==> src/rtl/sliding_window_percentile_top_assert.svh <==
// ----------------------------------------------------------------------------
// Sliding window percentile - assertion macros
// Shared concurrent assertion forms, clocked on clk, disabled in reset.
// ----------------------------------------------------------------------------
`ifndef SLIDING_WINDOW_PERCENTILE_TOP_ASSERT_SVH
`define SLIDING_WINDOW_PERCENTILE_TOP_ASSERT_SVH

// same-cycle implication
`define SWP_ASSERT_NOW(label, ante, cons) \
    label: assert property (@(posedge clk) disable iff (!rst_n) (ante) |-> (cons)) \
        else $error("sliding window percentile: assertion failed");

// next-cycle implication
`define SWP_ASSERT_NEXT(label, ante, cons) \
    label: assert property (@(posedge clk) disable iff (!rst_n) (ante) |=> (cons)) \
        else $error("sliding window percentile: assertion failed");

`endif

==> src/rtl/swp_pkg.sv <==
// ----------------------------------------------------------------------------
// Sliding window percentile - package
// Field widths, register indexes and inter-module control structs.
// ----------------------------------------------------------------------------
`default_nettype none

package swp_pkg;

    localparam int TIME_W      = 24;
    localparam int FRAC_W      = 17;
    localparam int COUNT_W     = 8;
    localparam int FRAC_SHIFT  = 16;
    localparam int CFG_INDEX_W = 2;
    localparam int IN_DATA_W   = 24;
    localparam int OUT_DATA_W  = 56;

    localparam logic [CFG_INDEX_W-1:0] REG_RANK_FRACTION_A = 2'd0;
    localparam logic [CFG_INDEX_W-1:0] REG_RANK_FRACTION_B = 2'd1;

    localparam logic [FRAC_W-1:0] RANK_FRACTION_A_RESET = 17'd64881;
    localparam logic [FRAC_W-1:0] RANK_FRACTION_B_RESET = 17'd65536;

    typedef struct packed {
        logic start;
        logic full;
    } merge_cmd_t;

    typedef struct packed {
        logic busy;
        logic done;
    } merge_stat_t;

endpackage

`default_nettype wire

==> src/rtl/swp_ring.sv <==
// ----------------------------------------------------------------------------
// Sliding window percentile - ring store
// Arrival-order window: writes each sample, returns the evicted one.
// ----------------------------------------------------------------------------
`default_nettype none

module swp_ring #(
    parameter int WINDOW      = 180,
    parameter int SAMPLE_BITS = 24
) (
    input  wire logic                           clk,
    input  wire logic                           rst_n,
    input  wire logic                           push,
    input  wire logic [SAMPLE_BITS-1:0]         sample,
    output logic      [SAMPLE_BITS-1:0]         old_data,
    output logic      [$clog2(WINDOW+1)-1:0]    count,
    output logic                                full
);
    import swp_pkg::*;

    localparam int IDX_W = $clog2(WINDOW);
    localparam int CNT_W = $clog2(WINDOW + 1);

    logic [SAMPLE_BITS-1:0] mem [WINDOW];
    logic [SAMPLE_BITS-1:0] old_reg;
    logic [IDX_W-1:0]       oldest_reg, oldest_next;
    logic [CNT_W-1:0]       fill_reg, fill_next;
    logic [CNT_W:0]         sum;
    logic [CNT_W:0]         wrap;
    logic [IDX_W-1:0]       wr_addr;

    always_comb
    begin
        full    = (fill_reg == CNT_W'(WINDOW));
        sum     = (CNT_W+1)'(oldest_reg) + (CNT_W+1)'(fill_reg);
        wrap    = (sum >= (CNT_W+1)'(WINDOW)) ? sum - (CNT_W+1)'(WINDOW) : sum;
        wr_addr = wrap[IDX_W-1:0];

        oldest_next = oldest_reg;
        fill_next   = fill_reg;
        if (push)
        begin
            if (full)
            begin
                oldest_next = (oldest_reg == IDX_W'(WINDOW - 1)) ? '0 : oldest_reg + 1'b1;
            end
            else
            begin
                fill_next = fill_reg + 1'b1;
            end
        end
    end

    always_ff @(posedge clk or negedge rst_n)
    begin
        if (!rst_n)
        begin
            oldest_reg <= '0;
            fill_reg   <= '0;
        end
        else
        begin
            oldest_reg <= oldest_next;
            fill_reg   <= fill_next;
        end
    end

    // read-before-write: a full window returns the sample being replaced
    always_ff @(posedge clk)
    begin
        if (push)
        begin
            mem[wr_addr] <= sample;
            old_reg      <= mem[oldest_reg];
        end
    end

    assign old_data = old_reg;
    assign count    = fill_reg;

endmodule

`default_nettype wire

==> config.mk <==
export PLATFORM = sky130hd
export DESIGN_NAME = swp_ring
export DESIGN_NICKNAME = d
export VERILOG_FILES = /design/src/rtl/sliding_window_percentile_top_assert.svh /design/src/rtl/swp_pkg.sv /design/src/rtl/swp_ring.sv
export SDC_FILE = /design/constraint.sdc
export NUM_CORES = 2
export LEC_CHECK = 0
export ABC_AREA = 1
export ABC_CLOCK_PERIOD_IN_PS = 4300
export CAP_MARGIN = 20
export CORE_MARGIN = 10
export CORE_UTILIZATION = 31
export DETAILED_ROUTE_END_ITERATION = 8
export DONT_BUFFER_PORTS = 1
export SYNTH_ARGS = -nofsm -noshare
export SYNTH_HDL_FRONTEND = slang
export SYNTH_MEMORY_MAX_BITS = 65536
export SYNTH_SLANG_ARGS = --single-unit
==> constraint.sdc <==
create_clock -name clk -period 4.3 [get_ports clk]
set_input_delay 0.43 -clock clk [delete_from_list [all_inputs] [get_ports clk]]
set_output_delay 0.43 -clock clk [all_outputs]
set_load 0.05 [all_outputs]
# After elaboration in Yosys (flattened, before gate mapping)
# Memories as Yosys holds them, arrays and structs flattened. A register that Yosys moved wholly into a read port is not among the register bits.
# Cells that the tools add are included.
[totals] regBits=16 ramBits=4320 in_bits=27 out_inout_bits=33 word_cells=17 mem_count=1
[mem_list] memory="mem" depth=180 width=24 read_ports=1 rd_clocked_by_memory_dff=1 write_ports=1 line_no="swp_ring.sv:24" source="logic [SAMPLE_BITS-1:0] mem [WINDOW];"
[classes] add_sub_neg=4 order_cmp=1 eq_ne=2 mux=4 bitwise=1 reduce_logical=2
[ops] operator="8-bit by 1-bit adder with 8-bit output, second input constant" n=2
[ops] operator="8-bit == test, second input constant" n=2
[ops] operator="8-bit 2-to-1 mux" n=2
[ops] operator="8-bit by 8-bit adder with 9-bit output" n=1
[ops] operator="9-bit by 8-bit greater-or-equal comparator with 1-bit output, second input constant" n=1
[ops] operator="8-bit subtractor, second input constant" n=1
[ops] operator="2-bit AND reduction" n=2
[ops] operator="1-bit 2-to-1 mux" n=2
[ops] operator="1-bit inverter" n=1

# Logic depth before layout (Yosys ltp)
[depth] ltp_word=3 mapped_depth=25

# Least setup slack after synthesis
# No wires, ideal clock.
[synth_timing] path_kind="register to register" from="register oldest_reg[1]" to="memory mem[100][0] (enable)" arrival_time_ns=4.231 required_ns=3.895 setup_slack_ns=-0.336 stages_incl_launch_ff=21 n_path_buf=6 period_less_slack_ns=4.636 cell_sequence="dfrtp_1 buf_2 inv_1 buf_2 buf_4 clkbuf_1 clkbuf_1 fa_1 xor2_2 inv_1 ha_1 nand3_1 nor2_1 a21oi_2 nand3_2 nand2_4 nand2_1 clkinv_2 nand2_4 buf_6 nor2_1"
[synth_via] elab_chain_cells=3 elab_cells_between_ends=4 cone_classes="add/sub (2); order compare (1); mux (1)"
[synth_rtl] item="start, declared" line_no="swp_ring.sv:26" source="logic [IDX_W-1:0] oldest_reg, oldest_next;"
[synth_rtl] item="start signal, assigned" line_no="swp_ring.sv:63" source="oldest_reg <= oldest_next;"
[synth_rtl] item="8-bit by 8-bit adder with 9-bit output *" line_no="swp_ring.sv:35" source="sum = (CNT_W+1)'(oldest_reg) + (CNT_W+1)'(fill_reg);"
[synth_rtl] item="8-bit subtractor / 9-bit by 8-bit greater-or-equal comparator with 1-bit output (equally long branches)" line_no="swp_ring.sv:36" source="wrap = (sum >= (CNT_W+1)'(WINDOW)) ? sum - (CNT_W+1)'(WINDOW) : sum;"
[synth_rtl] item="8-bit 2-to-1 mux *" line_no="swp_ring.sv:36"
[synth_rtl] item="end, declared" line_no="swp_ring.sv:24"
# Every way passes the cells marked *; elsewhere a longest branch is shown, timed or not.

==> impl_metrics.csv <==
group,metric,value,unit
setup_path,crit-reg2reg-launch,"oldest_reg[0]$_DFFE_PN0P_",
routing,final_antenna_net_count,0,
setup_path,critPathMaxStageDelay,490,ps
timing,rsz0062_at_grt,"false",
worst_hold_path,hp-class,"in -> reg",
timing,finalCritPeriodShare,97.0,%
yosys,synth_top_area_cell,"edfxtp_1",
timing,min_period,4170,ps
routing,wl,520,mm
yosys,syn_avg_cell_area,13.5,µm²
cts,ctsRootBufferMaster,"clkbuf_16",
setup_path,path_max_fanout,175,
cts,cts_tree,"done",
power_and_ir_drop,power_frac_seq,50.9,%
routing,drt_iter0_markers,16600,
floorplanning,core,553000,µm²
place,gp_congestion,0.891,
layout,multi_input_area,37400,µm²
setup_path,arrival,5050,ps
power_and_ir_drop,p_int,0.0708,W
setup_path,crit_top_cell,"nand3_1",
layout,largest-register,"mem",
setup_path,critPathKind,"reg -> reg",
timing,maxSlewViolCount,548,
global_route,antenna_found_initial,20,
global_route,grt_pass1_vias,101000,
power_and_ir_drop,clkPwrFrac,38.1,%
global_route,grt_max_degree,181,
timing,tns,0,ps
job,drv_cap,0,
yosys,async_flop_share,0.367,%
timing,setup_viol,0,
timing,worstMarginPinSlew,1950,ps
global_route,grt_pass1_wl,739,mm
layout,area_delta_synth_final,15.1,%
setup_path,crit_slowest_cell,"nand3_1",
yosys,syn_area,172000,µm²
routing,post-route-drc-count,0,
power_and_ir_drop,peakVddDrop,0.514,mV
timing,holdWs,-128,ps
cts,cts_max_path_buffers,4,
place,placement.io_buffers,0,
setup_path,r2r_slack,130,ps
routing,routedWlPerCell,25.5,µm
yosys,yosysWarnings,0,
yosys,synthCells,12700,
cts,htreeDepth,5,
timing,fmax,240,MHz
setup_path,cp_num_buf_inv,2,
layout,final_core_util,35.8,%
floorplanning,die_area,585000,µm²
setup_path,crit_family,"simple AND/OR/NAND/NOR gates",
layout,largest_reg_flops,4320,
power_and_ir_drop,power.share.combinational,11.0,%
yosys,synth_edf_count,4344,
routing,num_vias,109000,
cts,post_cts_buffers,0,
cts,clk_pin_slew,60,ps
setup_path,r2r_cells,10,
setup_path,cp-end-kind,"register",
cts,clock_latency,1060,ps
setup_path,setup.worst_path.start_class,"register",
yosys,yosys-top-cells-area,"edfxtp_1, o21ai_0, nor2_1",
floorplanning,die_w,765,µm
status,violations,"negative hold slack, max-slew violations",
floorplanning,start_util,31.1,%
power_and_ir_drop,power.density,482,nW/µm²
power_and_ir_drop,p_sw,0.0245,W
yosys,synth.most_common_cell,"edfxtp_1",
setup_path,worst-path-stages,10,
power_and_ir_drop,p_sw_share,25.7,%
timing,slew_headroom,-30.3,%
setup_path,r2r-end,"old_data[0]$_DFFE_PP_",
yosys,synth.net_count,12800,
layout,nNetsFinal,12800,
status,status,"complete, but fails checks",
floorplanning,pin_count,60,
layout,layout-drive-gt1-share,10.4,%
setup_path,crit_required,5180,ps
yosys,seq_area_frac_synth,76.1,%
timing,finalClockSkew,92.1,ps
global_route,grt-ovfl-total,0,
place,place_area,183000,µm²
yosys,synth_flop_cell,"edfxtp_1",
cts,cts.sinks,4360,
yosys,ys_seq_elements,4360,
setup_path,startpoint,"oldest_reg[0]$_DFFE_PN0P_",
setup_path,crit_chain,"buf_12 > buf_12 > o21ai_0 > o22ai_1 > o211ai_1 > nand3_1 > nand3_1 > nand2_1 > nand3_1 > nand2_1",
power_and_ir_drop,p_leak,60.7,nW
layout,fillCellCount,52300,
global_route,grt_usage,16.9,%
yosys,yosys.area.top_type_share,75.9,%
layout,seqCellArea,131000,µm²
place,post-dp-hpwl,277,mm
routing,drt_pass1_iterations,6,
setup_path,cp-endpoint,"old_data[0]$_DFFE_PP_",
yosys,synth_top_cells_by_count,"edfxtp_1, nor2_1, o21ai_0, o211ai_1, clkbuf_1",
layout,final_area,198000,µm²
routing,drt-vias-per-instance,5.35,
floorplanning,num_rows,273,
yosys,netlist-cell-type-count,38,
timing,finalHoldViolCount,96,
cts,cts_buffers,438,
floorplanning,fp.dieH,765,µm
## metal layers
metal  global-route usage (%)  vias up  wire [µm]
met1                     24.0    54900     214000
met2                     25.7     5378     233000
met5                        0        -         23
met3                     3.25      798      51400
met4                     6.42        4      21400
li1                         -    48100          -
## power by group through the flow
stage          registers (W)  logic [W]  clock network, W
2_1_floorplan         0.0494    0.00496                 0
4_1_cts               0.0485     0.0103            0.0368
6_report              0.0485     0.0105            0.0363
3_5_place_dp          0.0494    0.00923                 0
3_3_place_gp          0.0493    0.00919                 0
5_1_grt               0.0486     0.0111            0.0385
## layout make-up
type / instances / area share [%]
Sequential cell: 4360 / 66.2
Multi-Input combinational cell: 7365 / 18.9
Clock buffer: 546 / 5.77
Tap cell: 7287 / 4.61
Timing Repair Buffer: 547 / 3.37
Clock inverter: 239 / 1.05
Inverter: 54 / 0.121
Antenna cell: 9 / 0.0114
## logic make-up (layout without fill, tap and decap cells)
| family | after synthesis | in the layout | synth area share (%) |
|---|---|---|---|
| flops | 4360 | 4360 | 76.1 |
| simple gates | 3585 | 3590 | 8.37 |
| other cells | 0 | 9 | 0 |
| fa+ha+maj | 14 | 14 | 0.106 |
| xor+xnor | 12 | 12 | 0.0655 |
| buf+inv | 1025 | 1386 | 2.43 |
| compound gates | 3749 | 3749 | 12.9 |
## worst min-delay path by stage
stage                from                     to  slack, ps  depth (start not counted)
3_3_place_gp        rst_n   count[0]$_DFFE_PN0P_        140                          0
5_1_grt        sample[12]  mem[30][12]$_DFFE_PP_        -40                          1
6_report        sample[1]   mem[43][1]$_DFFE_PP_       -130                          1
2_1_floorplan       rst_n   count[0]$_DFFE_PN0P_        130                          0
3_5_place_dp        rst_n   count[7]$_DFFE_PN0P_        140                          0
4_1_cts        sample[10]  mem[80][10]$_DFFE_PP_          7                          1
## metrics by stage
| stage | setup WS, ps | hold slack, ps | power [W] | std cells |
|---|---|---|---|---|
| global route | 2.40 | -39.6 | 0.0981 | 20400 |
| finish | 130 | -128 | 0.0953 | 20400 |
| CTS | 106 | 7.22 | 0.0956 | 20400 |
| floorplan | -336 | 134 | 0.0544 | 12700 |
| global placement | -314 | 140 | 0.0585 | 19600 |
| detailed placement | 42.4 | 140 | 0.0586 | 19600 |
## repair_timing
action / CTS / global route
hold endpoints to repair: 4215 / 4
hold buffers: 42 / 1
setup endpoints to repair: 24 / 454
cloned: 1 / 4
resized for setup: 1 / 17
pin swaps: 1 / 5
## placed cells by master, fill, tap and decap left out, types with 5 or more instances in the layout
cell / count
a21oi_1: 100
a22oi_1: 24
buf_12: 144
buf_16: 31
buf_4: 344
buf_6: 7
buf_8: 10
bufinv_16: 24
clkbuf_1: 106
clkbuf_16: 440
clkinv_1: 112
clkinv_16: 10
clkinv_2: 69
clkinv_8: 8
clkinvlp_4: 9
dfrtp_1: 11
dfrtp_4: 5
diode_2: 9
dlygate4sd3_1: 11
edfxtp_1: 4344
ha_1: 12
inv_1: 40
inv_2: 5
inv_8: 6
nand2_1: 295
nand2_2: 12
nand2_4: 13
nand3_1: 414
nand3_2: 18
nor2_1: 2605
nor2_2: 169
nor2_4: 22
nor3_1: 31
o211ai_1: 726
o21ai_0: 2226
o221ai_1: 275
o22ai_1: 389
xor2_1: 11
## worst reg2reg max path, delay by kind of cell (launching register included)
family                 cells  cell delay [ps]
AO/OA/AOI/OAI              3             1140
buffers and inverters      2              740
AND/OR/NAND/NOR            5             1690
flip-flops                 1              430
Note: power is estimated with default switching activity, not from simulation.
