--- src/rtl/sliding_window_percentile_top_assert.svh ---
// ----------------------------------------------------------------------------
// Sliding window percentile - assertion macros
// Shared concurrent assertion forms, clocked on clk, disabled in reset.
// ----------------------------------------------------------------------------
`ifndef SLIDING_WINDOW_PERCENTILE_TOP_ASSERT_SVH
`define SLIDING_WINDOW_PERCENTILE_TOP_ASSERT_SVH

// same-cycle implication
`define SWP_ASSERT_NOW(label, ante, cons) \
    label: assert property (@(posedge clk) disable iff (!rst_n) (ante) |-> (cons)) \
        else $error("sliding window percentile: assertion failed");

// next-cycle implication
`define SWP_ASSERT_NEXT(label, ante, cons) \
    label: assert property (@(posedge clk) disable iff (!rst_n) (ante) |=> (cons)) \
        else $error("sliding window percentile: assertion failed");

`endif

--- src/rtl/swp_pkg.sv ---
// ----------------------------------------------------------------------------
// Sliding window percentile - package
// Field widths, register indexes and inter-module control structs.
// ----------------------------------------------------------------------------
`default_nettype none

package swp_pkg;

    localparam int TIME_W      = 24;
    localparam int FRAC_W      = 17;
    localparam int COUNT_W     = 8;
    localparam int FRAC_SHIFT  = 16;
    localparam int CFG_INDEX_W = 2;
    localparam int IN_DATA_W   = 24;
    localparam int OUT_DATA_W  = 56;

    localparam logic [CFG_INDEX_W-1:0] REG_RANK_FRACTION_A = 2'd0;
    localparam logic [CFG_INDEX_W-1:0] REG_RANK_FRACTION_B = 2'd1;

    localparam logic [FRAC_W-1:0] RANK_FRACTION_A_RESET = 17'd64881;
    localparam logic [FRAC_W-1:0] RANK_FRACTION_B_RESET = 17'd65536;

    typedef struct packed {
        logic start;
        logic full;
    } merge_cmd_t;

    typedef struct packed {
        logic busy;
        logic done;
    } merge_stat_t;

endpackage

`default_nettype wire

--- src/rtl/swp_rank.sv ---
// ----------------------------------------------------------------------------
// Sliding window percentile - rank unit
// k = min(n - 1, floor(fraction * n / 2^16)).
// ----------------------------------------------------------------------------
`default_nettype none

module swp_rank #(
    parameter int WINDOW = 180
) (
    input  wire logic [swp_pkg::FRAC_W-1:0]     frac,
    input  wire logic [$clog2(WINDOW+1)-1:0]    n,
    output logic      [$clog2(WINDOW)-1:0]      k
);
    import swp_pkg::*;

    localparam int IDX_W  = $clog2(WINDOW);
    localparam int CNT_W  = $clog2(WINDOW + 1);
    localparam int PROD_W = FRAC_W + CNT_W;

    logic [PROD_W-1:0] prod;
    logic [PROD_W-1:0] quot;
    logic [PROD_W-1:0] last;
    logic [PROD_W-1:0] kk;

    always_comb
    begin
        prod = PROD_W'(frac) * PROD_W'(n);
        quot = prod >> FRAC_SHIFT;
        last = PROD_W'(n) - 1'b1;
        kk   = (quot > last) ? last : quot;
        k    = kk[IDX_W-1:0];
    end

endmodule

`default_nettype wire

--- config.mk ---
export PLATFORM = sky130hd
export DESIGN_NAME = swp_rank
export DESIGN_NICKNAME = d
export VERILOG_FILES = /design/src/rtl/sliding_window_percentile_top_assert.svh /design/src/rtl/swp_pkg.sv /design/src/rtl/swp_rank.sv
export SDC_FILE = /design/constraint.sdc
export NUM_CORES = 1
export LEC_CHECK = 0
export BUFFER_PORTS_ARGS = -buffer_cell sky130_fd_sc_hd__buf_2
export CAP_MARGIN = 20
export CORE_MARGIN = 8
export CORE_UTILIZATION = 55
export DETAILED_ROUTE_END_ITERATION = 7
export GPL_TIMING_DRIVEN = 0
export PLACE_DENSITY = 0.74
export SLEW_MARGIN = 20
export SYNTH_ARGS = -nofsm -noshare
export SYNTH_HDL_FRONTEND = slang
export SYNTH_SLANG_ARGS = --single-unit
--- constraint.sdc ---
create_clock -name vclk -period 6.9
set_input_delay 0.345 -clock vclk [all_inputs]
set_output_delay 0.345 -clock vclk [all_outputs]
set_load 0.01 [all_outputs]
**After elaboration in Yosys (flattened, before gate mapping)**

Cells that the tools add are included.

- Flip-flop bits (word level): 0
- Input port bits: 25

- Add/sub/neg operators: 1
- $mul: 1
- $lt $le $gt $ge: 1
- Mux-type cells: 1

Operators with widths:

| operator | count |
|---|---|
| greater-than comparator 9 x 25 -> 1 bit | 1 |
| multiplier 17 x 8 -> 25 bit | 1 |
| subtractor 8 x 1 -> 9 bit (second input constant) | 1 |
| two-way mux 8 bit | 1 |

**Logic depth before layout (Yosys ltp)**

Gate-level depths: netlist of run 1.

- Depth after elaboration: 3
- Mapped depth: 28
- Depth with buffers taken out: 25

**Worst setup path before layout of run 1**

Ideal clock, no wire load.

- Path type: input -> output
- From: in n[6]
- To: out k[7]
- Data arrival time: 6.206 ns
- Data required time: 6.555 ns
- Setup slack: 0.349 ns
- Stages: 25
- Buffers on the path: 2
- Cells stage by stage: clkbuf_1 > clkbuf_1 > and2_1 > fa_1 > fa_1 > fa_1 > inv_1 > fa_1 > inv_1 > ha_1 > a21o_1 > a21o_1 > a21oi_2 > o21ai_2 > a21oi_2 > o21bai_1 > xor2_1 > ha_1 > and3_1 > nand4_1 > o211ai_1 > a21oi_1 > or3_1 > mux2i_1 > a211oi_1

- Word-level cells in the longest chain between the ends: 3

Ends and longest elaborated chain:

| what | line | source |
|---|---|---|
| start: declaration | swp_rank.sv:11 | `input wire logic [$clog2(WINDOW+1)-1:0] n,` |
| multiplier 17 x 8 -> 25 bit or subtractor 8 x 1 -> 9 bit (tied branches) | swp_rank.sv:27, swp_rank.sv:29 |  |
| greater-than comparator 9 x 25 -> 1 bit | swp_rank.sv:30 | `kk = (quot > last) ? last : quot;` |
| two-way mux 8 bit * | swp_rank.sv:30 |  |
| end: declaration | swp_rank.sv:12 | `output logic [$clog2(WINDOW)-1:0] k` |

Every way passes the cells marked *; elsewhere a longest branch is shown, timed or not.

**Worst setup path after layout of run 1**

- From: in n[2]
- To: out k[3]

Same word-level chain as after synthesis.

==> metrics.cfg, run 1 <==
[drt]
routed-via-count=3781
final_antenna_net_count=0
routed_wl_um=11270
drt_iter0_drc=142
drt_pass_1_iters=4
routedWlPerCell_um=16.62
drc_errors=0
post_drt_via_cell_ratio=5.577

[placed_design]
dpl_cell_area_um2=4925
port_buffers=31
pre_cts_ws_ns=-0.8993
gp_routability_congestion=0.8763
place_hpwl_um=9160

[critical_path]
worstSetupPathType=input pin to primary output
critical_path_peak_fanout=13
crit_top_cell=fa_1
worst_path_top_cell_family_by_delay=adder cells
worst_endpoint_required_time_ns=6.55
cp_data_arrival_time_ns=6.42
worstSetupEndpointType=primary output
worst-path-buf-inv=8
cp_slowest_stage_delay_ns=0.55
critPathLaunchType=input pin
timing.critical_path.slowest_stage_cell=fa_1

[sta]
period_needed_ns=6.762
setup_failing_eps_final=0
holdWs_ns=1.248
achievable-frequency_ghz=0.1479
final_min_period_over_clock_period_pct=98.00
worst-slew-pin-transition_ns=0.4934
finalWorstSetupSlack_ns=0.1378
final_hold_viol_count=0
timing.max_slew.rel_slack_pct=67.11
slew_violations=0

[global_route]
grt_antenna_before_repair=0
grt_pass1_vias=4282
grt_overflow=0
track_usage_pct=20.41
grt_max_degree=14
grt_pass1_wl_um=19500

[finish]
nets=742
clkbuf_count=0
drive_gt1_share_pct=13.61
multi_input_gate_area_um2=4358
final_core_util_pct=63.71
antennaDiodeCount=0
filler_cell_count=711
final_design_area_no_fill_um2=5235
syn_to_final_growth_pct=12.87
numSequentialCells=0
layout_common_cells=and2_1, inv_1, fa_1
layout.cells.most_common=and2_1
seq_area_um2=0

[power_and_ir_drop]
maximum_ir_drop_on_the_vdd_rail_mv=0.2814
p_leak_nw=2.634
power_per_cell_area_nw_per_um2=380.2

[synth]
synth.net_count=708
syn_area_per_cell_um2=8.573
netlist_instances=541
synth.distinct_cells=52
synthesis.area_um2=4638
ys_seq_area_share_pct=0
yosysWarnings=0

[floorplanning]
die_w_um=107.8
effective_utilization_at_floorplan_pct=56.45
fp-row-count=33
fp.dieArea_um2=11630
floorplan.die.height_um=107.8
top_level_ports=33
core_area_um2=8217

[run_status]
run_status=completed

[clock_tree]
holdBufCountCts=0

[flow_run]
cap_violations=0

[hold_path]
timing.hold.worst.class=input pin to primary output

-- metrics by stage --
| step | instances | TNS (ns) | total power [mW] |
|---|---|---|---|
| 2_1_floorplan | 541 | 0 | 1.281 |
| 3_3_place_gp | 677 | -4.959 | 1.646 |
| 3_5_place_dp | 677 | -5.553 | 1.693 |
| 4_1_cts | 675 | 0 | 1.759 |
| 5_1_grt | 678 | -0.1079 | 2.253 |
| 6_report | 678 | 0 | 1.990 |
-- area by class of cell --
type | instances | share of cell area (%)
tap | 105 | 2.510
multi-input combinational | 417 | 83.25
inverter | 106 | 7.600
buffer | 13 | 2.366
timing repair buffer | 37 | 4.278
-- worst min-delay path, delay by kind of cell --
family / cells / cell delay, ns
buffers and inverters: 2 / 0.27
xor gates and xnor gates: 1 / 0.11
and+or+nand+nor: 1 / 0.10
AOI/OAI and AO/OA: 1 / 0.08
-- synthesized netlist by cell type, types with 6 or more instances --
master | instances | area (um2)
nor3_1 | 11 | 55.05
fa_1 | 89 | 1782
xor2_1 | 7 | 61.31
inv_1 | 106 | 397.9
o21ai_0 | 6 | 30.03
a21o_1 | 12 | 90.09
ha_1 | 53 | 663.1
nor2_1 | 13 | 48.80
a21oi_1 | 11 | 55.05
xnor2_1 | 7 | 61.31
clkbuf_1 | 14 | 52.55
nand3_1 | 9 | 45.04
nand2_1 | 36 | 135.1
and2_1 | 108 | 675.7
-- cells by family after synthesis --
family	synth area share [%]
multiplexers	0.4316
AO/OA/AOI/OAI	9.226
AND/OR/NAND/NOR	24.63
adder cells (fa/ha/maj)	52.71
buffers and inverters	10.36
XOR/XNOR	2.644
-- routing by layer --
layer	wire [um]	part of all wire, %	up-vias	track usage, %
met4	319	2.8	0	5.649
met2	5905	52	94	37.68
li1	-	-	1756	-
met3	536	4.8	29	1.317
met1	4507	40	1902	24.83
met5	0	0	-	0
-- what timing repair did --
action / in CTS / in global routing
pin swaps: 2 / 24
gates cloned: 0 / 0
hold endpoints to repair: 0 / 0
buffers inserted: 3 / 3
resized for setup: 21 / 45
endpoints found under the setup margin: 8 / 8
-- where the power goes --
group          internal, mW  switching [mW]  total, mW
registers                 0               0          0
logic                 0.881            1.11       1.99
clock network             0               0          0
-- final timing paths --
check / slack, ns / depth (start not counted) / to / start
max: 0.14 / 28 / k[3] / n[2]
min: 1.25 / 5 / k[4] / n[4]
No activity file was read; power rests on OpenSTA's default activity.
==> inputs of run 2 (changes only) <==
--- a/config.mk
+++ b/config.mk
@@ -5,13 +5,14 @@
 export SDC_FILE = /design/constraint.sdc
 export NUM_CORES = 1
 export LEC_CHECK = 0
+export ABC_AREA = 1
 export BUFFER_PORTS_ARGS = -buffer_cell sky130_fd_sc_hd__buf_2
 export CAP_MARGIN = 20
 export CORE_MARGIN = 8
 export CORE_UTILIZATION = 55
 export DETAILED_ROUTE_END_ITERATION = 7
 export GPL_TIMING_DRIVEN = 0
-export PLACE_DENSITY = 0.74
+export PLACE_DENSITY = 0.73
 export SLEW_MARGIN = 20
 export SYNTH_ARGS = -nofsm -noshare
 export SYNTH_HDL_FRONTEND = slang
==> run 2 against run 1 <==
Final cell count grew 35%. Worst hold slack got worse by 0.16 ns. Via count is 21% higher. Worst setup slack gained 0.35 ns. Utilization down 5.1 points. Flip-flop and latch count did not move. Largest power group unchanged.
==> metrics.cfg, run 2 <==
[sta]
final_min_period_over_clock_period_pct=92.87  ; was 98.00%
slew_violations=0  ; unchanged
worst-slew-pin-transition_ns=0.6201  ; was 0.4934 ns
period_needed_ns=6.408  ; was 6.762 ns
grt_setup_unrepaired=no
achievable-frequency_ghz=0.1561  ; was 0.1479 GHz
timing.max_slew.rel_slack_pct=58.66  ; was 67.11%
final_hold_viol_count=0  ; unchanged
setup_failing_eps_final=0  ; unchanged

[synth]
main_combinational_cell_family_by_area_after_synthesis=adder cells  ; unchanged
yosysWarnings=0  ; unchanged
netlist_instances=784  ; was 541
synth-compound-area-share_pct=5.396  ; was 9.226%
yosys.area_share.simple_pct=25.76  ; was 24.63%
yosys-mux-area-fraction_pct=0  ; was 0.4316%
synthesis.area_um2=5218  ; was 4638 um2
syn_area_per_cell_um2=6.655  ; was 8.573 um2
synth-adder-area-share_pct=46.86  ; was 52.71%
yosysTopAreaCellShare_pct=34.15  ; was 38.41%
synth.largest_area_cell=fa_1  ; unchanged
yosysMostFrequentCell=inv_1  ; was and2_1
synth.net_count=951  ; was 708
synthXorXnorAreaFrac_pct=1.175  ; was 2.644%
synth.distinct_cells=35  ; was 52
post_synth_main_area_contributors=fa_1, inv_1, nand2_1  ; was fa_1, and2_1, ha_1
synthTopCellsByCount=inv_1, nand2_1, fa_1, ha_1, nor2_1  ; was and2_1, inv_1, fa_1, ha_1, nand2_1
ys_seq_area_share_pct=0  ; unchanged

[critical_path]
timing.critical_path.slowest_stage_cell=fa_1  ; unchanged
critPathLaunchType=input pin  ; unchanged
cp_data_arrival_time_ns=6.06  ; was 6.42 ns
worstSetupEndpointType=primary output  ; unchanged
critical_path_peak_fanout=19  ; was 13
worst_path_top_cell_family_by_delay=adder cells  ; unchanged
worst_endpoint_required_time_ns=6.55  ; about the same
worst-path-buf-inv=7  ; was 8
cp_slowest_stage_delay_ns=0.54  ; was 0.55 ns
worstSetupPathType=input pin to primary output  ; unchanged

[placed_design]
port_buffers=12  ; was 31
gp_routability_congestion=0.9374  ; was 0.8763
place_inst=925  ; was 677
place_hpwl_um=10940  ; was 9160 um

[floorplanning]
floorplan.die.height_um=113.4  ; was 107.8 um
fp.dieArea_um2=12860  ; was 11630 um2
core_area_um2=9240  ; was 8217 um2
die_w_um=113.4  ; was 107.8 um
top_level_ports=33  ; unchanged
effective_utilization_at_floorplan_pct=56.47  ; was 56.45%
fp-row-count=35  ; was 33

[drt]
drt_iter0_drc=258  ; was 142
routedWlPerCell_um=13.14  ; was 16.62 um
routed-via-count=4584  ; was 3781
drt_pass_1_iters=4  ; unchanged
post_drt_via_cell_ratio=4.993  ; was 5.577
drc_errors=0  ; unchanged
routed_wl_um=12060  ; was 11270 um
final_antenna_net_count=0  ; unchanged

[clock_tree]
cts_resized=0  ; was 21
holdBufCountCts=0  ; unchanged

[global_route]
track_usage_pct=21.69  ; was 20.41%
grt_pass1_vias=5091  ; was 4282
grt_antenna_before_repair=0  ; unchanged
grt_max_degree=12  ; was 14
grt_pass1_wl_um=23070  ; was 19500 um
grt_overflow=0  ; unchanged

[finish]
stdcell_count=918  ; was 678
final_core_util_pct=58.58  ; was 63.71%
layout_common_cells=inv_1, nand2_1, fa_1  ; was and2_1, inv_1, fa_1
antennaDiodeCount=0  ; unchanged
nets=958  ; was 742
drive_gt1_share_pct=6.464  ; was 13.61%
syn_to_final_growth_pct=3.741  ; was 12.87%
numSequentialCells=0  ; unchanged
seq_area_um2=0  ; unchanged
layout.cells.most_common=inv_1  ; was and2_1
filler_cell_count=920  ; was 711
clkbuf_count=0  ; unchanged

[hold_path]
timing.hold.worst.class=input pin to primary output  ; unchanged

[power_and_ir_drop]
p_leak_nw=3.584  ; was 2.634 nW
maximum_ir_drop_on_the_vdd_rail_mv=0.2946  ; was 0.2814 mV
final_total_power_mw=1.845  ; was 1.990 mW
power_per_cell_area_nw_per_um2=340.9  ; was 380.2 nW/um2

[run_status]
run_status=completed  ; unchanged

[flow_run]
cap_violations=0  ; unchanged

[run 2: cell types whose count changed in the layout (fill, tap and decap cells not counted), sizes merged, moves of 5 or more]
| cell | change |
|---|---|
| nand2 | +183 |
| inv | +138 |
| and2 | -104 |
| buf | -23 |
| nand3 | +20 |
| nor2 | +17 |
| a21o | -13 |
| clkbuf | +12 |
| a21oi | +10 |
| nand4 | +7 |
| o21ai | +6 |
| xnor2 | -5 |
[run 2: area by class of cell]
cell class	count	area, um2	share of cell area [%]
buffer	27	143.9	2.658
inverter	244	915.9	16.92
multi-input combinational	506	4131	76.33
tap	129	161.4	2.982
timing repair buffer	12	60.06	1.110
[run 2: metal layers]
metal / GRT usage [%] / share of wire (%)
met1: 26.55 / 43
met2: 39.84 / 51
met3: 2.007 / 4.6
met4: 5.595 / 0.96
met5: 0 / 0
[run 2: final timing paths]
path | start | end | slack, ns | depth (start not counted)
hold / removal | n[0] | k[0] | 1.09 | 3
setup / recovery | n[3] | k[4] | 0.49 | 28
[run 2: per-stage QoR]
stage	setup slack (ns)	area [um2]	hold WS (ns)	setup TNS (ns)
6_report	0.4918	5413	1.089	0
5_1_grt	0.08463	5413	1.112	0
4_1_cts	0.09471	5435	1.100	0
3_5_place_dp	-0.2140	5439	1.099	-1.467
3_3_place_gp	-0.1607	5439	1.092	-1.076
2_1_floorplan	1.053	5218	0.9697	0
[run 2: power breakdown]
group	internal [mW]	total, mW	switching, mW
clock	0	0	0
sequential	0	0	0
combinational	0.700	1.85	1.15
[run 2: cells by family after synthesis]
group / after synthesis
buffers and inverters: 278
AOI/OAI and AO/OA: 48
and+or+nand+nor: 309
xor gates and xnor gates: 7
adders and majority gates: 142
[run 2: worst min-delay path, cell delays in order]
cell     delay, ns
buf_4         0.16
o21ai_0       0.10
buf_2         0.13
[run 2: repair_timing]
action                     4_1_cts  5_1_grt
hold endpoints to repair         0        0
cloned                           0        0
buffers inserted                 0        0
pin swaps                        0        0
setup endpoints to repair        8        8
